$ cat src/i4gsd_pkg.sv
// Shared constants and types for the INT4 group-scaled row dot unit.
`timescale 1ns / 1ps

package i4gsd_pkg;

    localparam int ACC_BITS   = 48;
    localparam int SCALE_BITS = 16;

    localparam int NIB_BITS   = 4;
    localparam int ACT_BITS   = 8;
    localparam int WBYTE_BITS = 8;
    localparam int SFIELD_BITS = 16;
    localparam int OUT_BITS   = 48;

    // nibble times activation, then times scale
    localparam int QA_BITS    = NIB_BITS + ACT_BITS;
    localparam int PROD_BITS  = QA_BITS + SCALE_BITS;
    // headroom for two products added onto the accumulator
    localparam int EXT_BITS   = ACC_BITS + 2;

    localparam int IN_TDATA_BITS  = 56;
    localparam int OUT_TDATA_BITS = 48;

    typedef struct packed {
        logic valid;
        logic last;
    } pipe_ctl_t;

endpackage

$ cat src/i4gsd_lane.sv
// One weight lane: signed nibble times activation, then times the group scale.
`timescale 1ns / 1ps

module i4gsd_lane (
    input  logic                                   clk,
    input  logic                                   en,
    input  logic                                   use_lane,
    input  logic [i4gsd_pkg::NIB_BITS-1:0]         nibble,
    input  logic [i4gsd_pkg::ACT_BITS-1:0]         act,
    input  logic [i4gsd_pkg::SFIELD_BITS-1:0]      scale,
    output logic signed [i4gsd_pkg::PROD_BITS-1:0] product
);
    import i4gsd_pkg::*;

    logic signed [NIB_BITS-1:0]   nib_s;
    logic signed [ACT_BITS-1:0]   act_s;
    logic signed [QA_BITS-1:0]    nib_x;
    logic signed [QA_BITS-1:0]    act_x;
    logic signed [QA_BITS-1:0]    qa_next;
    logic signed [QA_BITS-1:0]    qa_reg;
    logic signed [SCALE_BITS-1:0] sc_next;
    logic signed [SCALE_BITS-1:0] sc_reg;
    logic signed [PROD_BITS-1:0]  qa_w;
    logic signed [PROD_BITS-1:0]  sc_w;
    logic signed [PROD_BITS-1:0]  prod_next;
    logic signed [PROD_BITS-1:0]  prod_reg;

    assign nib_s = $signed(nibble);
    assign act_s = $signed(act);
    assign nib_x = QA_BITS'(nib_s);
    assign act_x = QA_BITS'(act_s);

    // an unused column contributes zero
    assign qa_next = use_lane ? (nib_x * act_x) : '0;
    assign sc_next = $signed(scale[SCALE_BITS-1:0]);

    assign qa_w      = PROD_BITS'(qa_reg);
    assign sc_w      = PROD_BITS'(sc_reg);
    assign prod_next = qa_w * sc_w;

    always_ff @(posedge clk)
    begin
        if (en)
        begin
            qa_reg   <= qa_next;
            sc_reg   <= sc_next;
            prod_reg <= prod_next;
        end
    end

    assign product = prod_reg;

endmodule

$ cat src/i4gsd_merge.sv
// Merge stage: saturating row accumulator fed by both lanes, plus the result register.
`timescale 1ns / 1ps

module i4gsd_merge (
    input  logic                                   clk,
    input  logic                                   rst_n,
    input  i4gsd_pkg::pipe_ctl_t                   ctl,
    input  logic signed [i4gsd_pkg::PROD_BITS-1:0] prod_low,
    input  logic signed [i4gsd_pkg::PROD_BITS-1:0] prod_high,
    input  logic                                   out_ready,
    output logic                                   en,
    output logic                                   out_valid,
    output logic [i4gsd_pkg::OUT_BITS-1:0]         out_sum,
    output logic                                   out_sat
);
    import i4gsd_pkg::*;

    localparam logic signed [EXT_BITS-1:0] ACC_MAX_EXT =
        (EXT_BITS'(1) <<< (ACC_BITS - 1)) - EXT_BITS'(1);
    localparam logic signed [EXT_BITS-1:0] ACC_MIN_EXT = ~ACC_MAX_EXT;

    logic signed [ACC_BITS-1:0] acc_reg;
    logic signed [ACC_BITS-1:0] acc_next;
    logic                       clip_reg;
    logic                       clip_next;
    logic                       out_valid_reg;
    logic                       out_valid_next;
    logic [OUT_BITS-1:0]        sum_reg;
    logic [OUT_BITS-1:0]        sum_next;
    logic                       sat_reg;
    logic                       sat_next;

    logic                       fire;
    logic signed [EXT_BITS-1:0] acc_x;
    logic signed [EXT_BITS-1:0] p0_x;
    logic signed [EXT_BITS-1:0] p1_x;
    logic signed [EXT_BITS-1:0] t0;
    logic signed [EXT_BITS-1:0] t01;
    logic signed [EXT_BITS-1:0] max_p1;
    logic signed [EXT_BITS-1:0] min_p1;
    logic signed [EXT_BITS-1:0] r;
    logic                       clip_now;

    // hold the pipe only when a row result cannot be handed over
    assign en   = !ctl.valid || !ctl.last || !out_valid_reg || out_ready;
    assign fire = en && ctl.valid;

    assign acc_x  = EXT_BITS'(acc_reg);
    assign p0_x   = EXT_BITS'(prod_low);
    assign p1_x   = EXT_BITS'(prod_high);
    assign t0     = acc_x + p0_x;
    assign t01    = t0 + p1_x;
    assign max_p1 = ACC_MAX_EXT + p1_x;
    assign min_p1 = ACC_MIN_EXT + p1_x;

    // low column clips first, then the high column adds onto the clipped value
    always_comb
    begin
        r        = t01;
        clip_now = 1'b0;
        if (t0 > ACC_MAX_EXT)
        begin
            clip_now = 1'b1;
            r        = (p1_x > 0) ? ACC_MAX_EXT : max_p1;
        end
        else if (t0 < ACC_MIN_EXT)
        begin
            clip_now = 1'b1;
            r        = (p1_x < 0) ? ACC_MIN_EXT : min_p1;
        end
        else if (t01 > ACC_MAX_EXT)
        begin
            clip_now = 1'b1;
            r        = ACC_MAX_EXT;
        end
        else if (t01 < ACC_MIN_EXT)
        begin
            clip_now = 1'b1;
            r        = ACC_MIN_EXT;
        end
    end

    always_comb
    begin
        acc_next       = acc_reg;
        clip_next      = clip_reg;
        out_valid_next = out_valid_reg;
        sum_next       = sum_reg;
        sat_next       = sat_reg;
        if (out_ready)
        begin
            out_valid_next = 1'b0;
        end
        if (fire)
        begin
            if (ctl.last)
            begin
                acc_next       = '0;
                clip_next      = 1'b0;
                out_valid_next = 1'b1;
                sum_next       = OUT_BITS'(r);
                sat_next       = clip_reg | clip_now;
            end
            else
            begin
                acc_next  = r[ACC_BITS-1:0];
                clip_next = clip_reg | clip_now;
            end
        end
    end

    always_ff @(posedge clk or negedge rst_n)
    begin
        if (!rst_n)
        begin
            acc_reg       <= '0;
            clip_reg      <= 1'b0;
            out_valid_reg <= 1'b0;
        end
        else
        begin
            acc_reg       <= acc_next;
            clip_reg      <= clip_next;
            out_valid_reg <= out_valid_next;
        end
    end

    always_ff @(posedge clk)
    begin
        sum_reg <= sum_next;
        sat_reg <= sat_next;
    end

    assign out_valid = out_valid_reg;
    assign out_sum   = sum_reg;
    assign out_sat   = sat_reg;

endmodule

$ cat src/int4_group_scaled_row_dot_unit.sv
// Top level of the INT4 group-scaled row dot unit.
// Usage:
//   The slave stream takes one beat per packed weight byte of a matrix row:
//   tdata carries the two signed 4-bit weights, their INT8 activations and
//   their signed Q3.12 group scales; tuser says whether the high nibble is a
//   real column; tlast marks the final byte of the row.
//   The master stream gives one beat per row: tdata is the 48-bit saturated
//   dot product with 12 fraction bits, tuser flags that the row clipped.
//   Throughput is one beat per cycle unless a held result stalls the pipe:
//   two weight lanes multiply in parallel over two stages, and the merge
//   stage folds both products into the accumulator in one saturating add.
//   A row result shows on the master side once its last beat has passed
//   the register of each lane stage and then the merge register.
//   Reset clears the accumulator, the clip flag and the result valid flag.
//   When the receiver stalls, the held result stays put and the block keeps
//   taking beats until another row end reaches the merge stage; then the
//   whole pipe holds and tready drops until the result is taken.
`timescale 1ns / 1ps

module int4_group_scaled_row_dot_unit (
    input  logic                                     clk,
    input  logic                                     rst_n,
    input  logic                                     s_axis_tvalid,
    output logic                                     s_axis_tready,
    // weight_byte, act_low, act_high, scale_low, scale_high (low bit up)
    input  logic [i4gsd_pkg::IN_TDATA_BITS-1:0]      s_axis_tdata,
    // high_valid
    input  logic                                     s_axis_tuser,
    input  logic                                     s_axis_tlast,
    output logic                                     m_axis_tvalid,
    input  logic                                     m_axis_tready,
    // row_sum
    output logic [i4gsd_pkg::OUT_TDATA_BITS-1:0]     m_axis_tdata,
    // saturated
    output logic                                     m_axis_tuser
);
    import i4gsd_pkg::*;

    pipe_ctl_t                   ctl_a_reg;
    pipe_ctl_t                   ctl_a_next;
    pipe_ctl_t                   ctl_b_reg;
    logic                        en;
    logic signed [PROD_BITS-1:0] prod_low;
    logic signed [PROD_BITS-1:0] prod_high;
    logic [OUT_BITS-1:0]         out_sum;

    assign s_axis_tready = en;

    assign ctl_a_next.valid = s_axis_tvalid;
    assign ctl_a_next.last  = s_axis_tlast;

    always_ff @(posedge clk or negedge rst_n)
    begin
        if (!rst_n)
        begin
            ctl_a_reg <= '0;
            ctl_b_reg <= '0;
        end
        else if (en)
        begin
            ctl_a_reg <= ctl_a_next;
            ctl_b_reg <= ctl_a_reg;
        end
    end

    i4gsd_lane u_lane_low (
        .clk      (clk),
        .en       (en),
        .use_lane (1'b1),
        .nibble   (s_axis_tdata[3:0]),
        .act      (s_axis_tdata[15:8]),
        .scale    (s_axis_tdata[39:24]),
        .product  (prod_low)
    );

    i4gsd_lane u_lane_high (
        .clk      (clk),
        .en       (en),
        .use_lane (s_axis_tuser),
        .nibble   (s_axis_tdata[7:4]),
        .act      (s_axis_tdata[23:16]),
        .scale    (s_axis_tdata[55:40]),
        .product  (prod_high)
    );

    i4gsd_merge u_merge (
        .clk       (clk),
        .rst_n     (rst_n),
        .ctl       (ctl_b_reg),
        .prod_low  (prod_low),
        .prod_high (prod_high),
        .out_ready (m_axis_tready),
        .en        (en),
        .out_valid (m_axis_tvalid),
        .out_sum   (out_sum),
        .out_sat   (m_axis_tuser)
    );

    assign m_axis_tdata = OUT_TDATA_BITS'(out_sum);

endmodule
$ cat config.mk
export PLATFORM = sky130hd
export DESIGN_NAME = int4_group_scaled_row_dot_unit
export DESIGN_NICKNAME = d
export VERILOG_FILES = /design/src/i4gsd_pkg.sv /design/src/i4gsd_lane.sv /design/src/i4gsd_merge.sv /design/src/int4_group_scaled_row_dot_unit.sv
export SDC_FILE = /design/constraint.sdc
export NUM_CORES = 2
export LEC_CHECK = 0
export BUFFER_PORTS_ARGS = -buffer_cell sky130_fd_sc_hd__buf_2
export CORE_MARGIN = 2
export CORE_UTILIZATION = 55
export CTS_CLUSTER_SIZE = 30
export DETAILED_ROUTE_END_ITERATION = 10
export GPL_TIMING_DRIVEN = 0
export PLACE_DENSITY_LB_ADDON = 0.1
export SYNTH_ARGS = -nofsm -noshare
export SYNTH_HDL_FRONTEND = slang
export SYNTH_SLANG_ARGS = --single-unit
$ cat constraint.sdc
create_clock -name clk -period 6.21 [get_ports clk]
set_clock_uncertainty 0.1 [all_clocks]
set_input_delay 1.242 -clock clk [delete_from_list [all_inputs] [get_ports clk]]
set_output_delay 1.242 -clock clk [all_outputs]
set_load 0.005 [all_outputs]
==> run summary <==
The flow ran to the end, but the final reports show violations. The final reports fail on negative setup slack. The routed length on met1 came out at 36800 um.

The worst slack at placement is -1.90 ns. The critical path is of the register to register type. The number of setup violations in the final report is 4. The number of antenna violations at the first check in global routing is 1. The met3 wirelength from detailed routing is ~5200 um. The total overflow left after global routing is 0. The cell area that synthesis handed to floorplanning was 29600 um2. Summing the areas of all and, or, nand and nor instances in the mapped netlist gives 14.8% of the synthesized area. After detailed routing, the number of remaining DRC violations is 0. The combinational family with the most area after synthesis is adder cells. The number of clock sinks seen by CTS is roughly 220. The vias per cell is 5.86. The area of the multi-input gates came out at about 23000 um2.

The startpoint of the most critical register-to-register path is u_merge.acc_reg[0]. The placement row count came out at 85. The worst pin sits at a relative slew slack of 1.21%. The highest fanout seen on the critical path is 6. The end of the worst register-to-register path is u_merge.acc_reg[6]. The die outline width is 236 um. Setup slack on the critical path of the routed design comes to -0.0322 ns. The min-delay analysis places its worst path in the category register to register. The final weighted congestion in routability-driven placement came out at 0.956. The floorplan die area is 55700 um2.

The TritonCTS clock tree is yes. The number of hold buffers added after CTS is 0. At the worst endpoint, the arrival time is 6.63 ns. The number of global-route vias before repair is between 20000 and 25000. The max-slew violation total from the final report is 0. The footprint of the flip-flops and latches is approximately 6200 um2. The growth of design area from synthesis to finish is 17.0%.

The layout has 4411 filler cells. The synthesized instance count came out at 3114. Of the post-synthesis cell area, the dominant cell type holds 26.5%. For this run, asynchronously set or reset flops after synthesis account for 25.1%. Setup repair after global routing could not meet its margin everywhere. Counting flops with a built-in enable in the synthesized netlist gives 161. In this run the clock root is driven by a sky130_fd_sc_hd__clkbuf_16. The startpoint of the worst hold path is ctl_a_reg[0].

Once detailed placement completed, the half-perimeter wirelength came to 66500 um. The setup check on the worst reg-to-reg path leaves a slack of -0.03 ns. For this design, the slowest cell found on the critical path is sky130_fd_sc_hd__dfrtp_1. Leaving out fill and tap cells, the most frequent cell in the layout is sky130_fd_sc_hd__inv_1. The max-capacitance violation count came out at 0.

The share of the yosys chip area belonging to registers came out at between 20% and 30%. Entering global routing, the biggest net connects 57 pins. The combined global-route utilization of all metal layers is 30.5%. The cell family contributing the most delay on the critical path is compound AO/OA/AOI/OAI gates.

The total core area came out at approximately 53000 um2. The critical path data required time came out at ~6.6 ns. The initial utilization of the core area, before any placement, comes to 55.3%. The most used flip-flop cell after synthesis is sky130_fd_sc_hd__edfxtp_1. In this run the worst setup path begins at u_merge.acc_reg[0]. Along the worst hold path, the cell count comes to 1. The remaining antenna violation count came out at 0. Signal routing reaches up to met4. The first detailed-routing pass took 5 iterations.

The number of synthesis warnings is 0. The worst setup path is launched from a register. sky130_fd_sc_hd__fa_1 takes more of the synthesized area than any other cell. In the layout the commonest cells are sky130_fd_sc_hd__inv_1, sky130_fd_sc_hd__fa_1, sky130_fd_sc_hd__nand2_1. The final antenna diode count is 0.

The highest clock rate came out at 160 MHz. The post-synth net total came out at 3826. The final layout contains 4087 nets.

The critical path runs through a total of 29 cells. The delay of the slowest critical-path stage came out at 0.39 ns. The synthesized netlist devotes between 10% and 20% of its cell area to compound gates. The worst hold slack came out at between 0.3 and 0.4 ns. The final layout contains routed wiring with a total length of roughly 85000 um. In the post-synthesis netlist, the biggest area contributors are sky130_fd_sc_hd__fa_1, sky130_fd_sc_hd__edfxtp_1, sky130_fd_sc_hd__ha_1, sky130_fd_sc_hd__inv_1, sky130_fd_sc_hd__nand2_1. The count of state elements after synthesis came out at 215.

The critical path ends at u_merge.acc_reg[6]. The total length of routed met2 wires came out at ~40000 um. In the synthesized netlist, mux cells make up 0.110% of the area. The share of the clock period used by the worst path after layout is 101%. The latest clock arrival within the worst-skew pair is 0.61 ns. The sort of element at the end of the critical path is a register. The number of buffer cells added on primary ports is 111. The final-report hold violation count came to 0. The CTS buffer count came out at 30. The routed length per instance is 20.8 um.

The buffers plus inverters on the worst setup path came out at 4. For the pin with the worst max-slew slack, the measured transition is 1.48 ns. The xor and xnor fraction of the mapped netlist area is 5.08%. The number of buffers on the longest clock path is 3. The fraction of layout instances using a drive strength above 1 is 15.7%. In this run, the number of DRC markers left after iteration 0 of detailed routing was 1746. In this run the number of H-tree levels came out at 1. The detailed-route via count is 24000. The number of top-level pins came out at 113. The worst path in the final design needs a cycle of 6.24 ns, including I/O delays and setup. The first-pass GRT wire length is 134000 um. The placed standard-cell area came out at 31100 um2. The number of cell instances on the worst register-to-register path came out at 29. The average cell area after synthesis came out at 9.50 um2.

After Yosys synthesis, full adders, half adders and majority gates account for ~37% of the synthesized area. The final design instance area without fill came out at 34600 um2. After clock tree synthesis, the clock-pin slew on the worst setup and hold paths is 0.07 ns.

The count of cell types in the netlist came out at 78. The floorplan step set the die height to 236 um.
[worst min-delay path by stage]
stage | to | slack, ns
3_3_place_gp | ctl_b_reg[1] | 0.34
4_1_cts | ctl_b_reg[1] | 0.38
5_1_grt | ctl_b_reg[0] | 0.40
2_1_floorplan | ctl_b_reg[0] | 0.33
3_5_place_dp | ctl_b_reg[1] | 0.36
6_report | ctl_b_reg[0] | 0.37
[kinds of logic after synthesis]
| logic type | after synthesis |
|---|---|
| AO/OA/AOI/OAI | 628 |
| XOR/XNOR | 169 |
| adder cells (fa/ha/maj) | 650 |
| buffers and inverters | 551 |
| flip-flops | 215 |
| multiplexers | 3 |
| AND/OR/NAND/NOR | 898 |
[routing by layer]
layer,global-route usage [%],vias up
met5,0,-
met4,8.18,0
met3,3.93,152
met2,51.3,778
met1,41.7,12000
li1,-,11000
[cell type report]
cell class / count / share of cell area, %
clock inverters: 16 / 0.448
flip-flops and latches: 215 / 17.9
multi-input cells: 2348 / 65.0
clock buffers: 40 / 2.43
inverters: 433 / 4.70
plain buffers: 112 / 2.17
repair buffers: 235 / 4.83
well taps: 696 / 2.52
[worst register-to-register path, delay by kind of cell (launching register included)]
kind / cells / cell delay, ns
buffers and inverters: 4 / 0.47
and+or+nand+nor: 6 / 0.97
adders and majority gates: 3 / 0.95
xor gates and xnor gates: 1 / 0.18
DFF: 1 / 0.39
AOI/OAI and AO/OA: 15 / 3.05
[per-stage QoR]
| stage | util, % | setup TNS, ns | instances |
|---|---|---|---|
| after global placement | 58.0 | -373.79 | 3921 |
| final | 64.7 | -0.0610 | 4095 |
| after global routing | 64.7 | -8.91 | 4095 |
| after CTS | 62.4 | 0 | 4040 |
| after floorplan | - | 0 | 3114 |
| after detailed placement | 58.2 | -164.08 | 3924 |
[cell usage after synthesis, drive strengths merged, types with 30 or more instances]
| master | n |
|---|---|
| a22o | 32 |
| xor2 | 38 |
| nor3 | 30 |
| and2 | 171 |
| dfrtp | 54 |
| nand2 | 367 |
| xnor2 | 131 |
| a21o | 89 |
| edfxtp | 161 |
| clkbuf | 99 |
| nor2 | 102 |
| o21ai | 78 |
| fa | 392 |
| inv | 433 |
| a21oi | 146 |
| a31oi | 49 |
| nand2b | 74 |
| o211ai | 95 |
| nand3 | 41 |
| ha | 258 |
[repair_timing]
| action | in CTS | in global routing |
|---|---|---|
| gates cloned | 2 | 4 |
| pin swaps | 36 | 142 |
| setup endpoints to repair | 114 | 106 |
| gates resized for setup | 192 | 203 |
| buffers inserted | 63 | 53 |
Power is not shown: default switching activity piles up to over one toggle a cycle in this logic, so the estimate is an artifact.
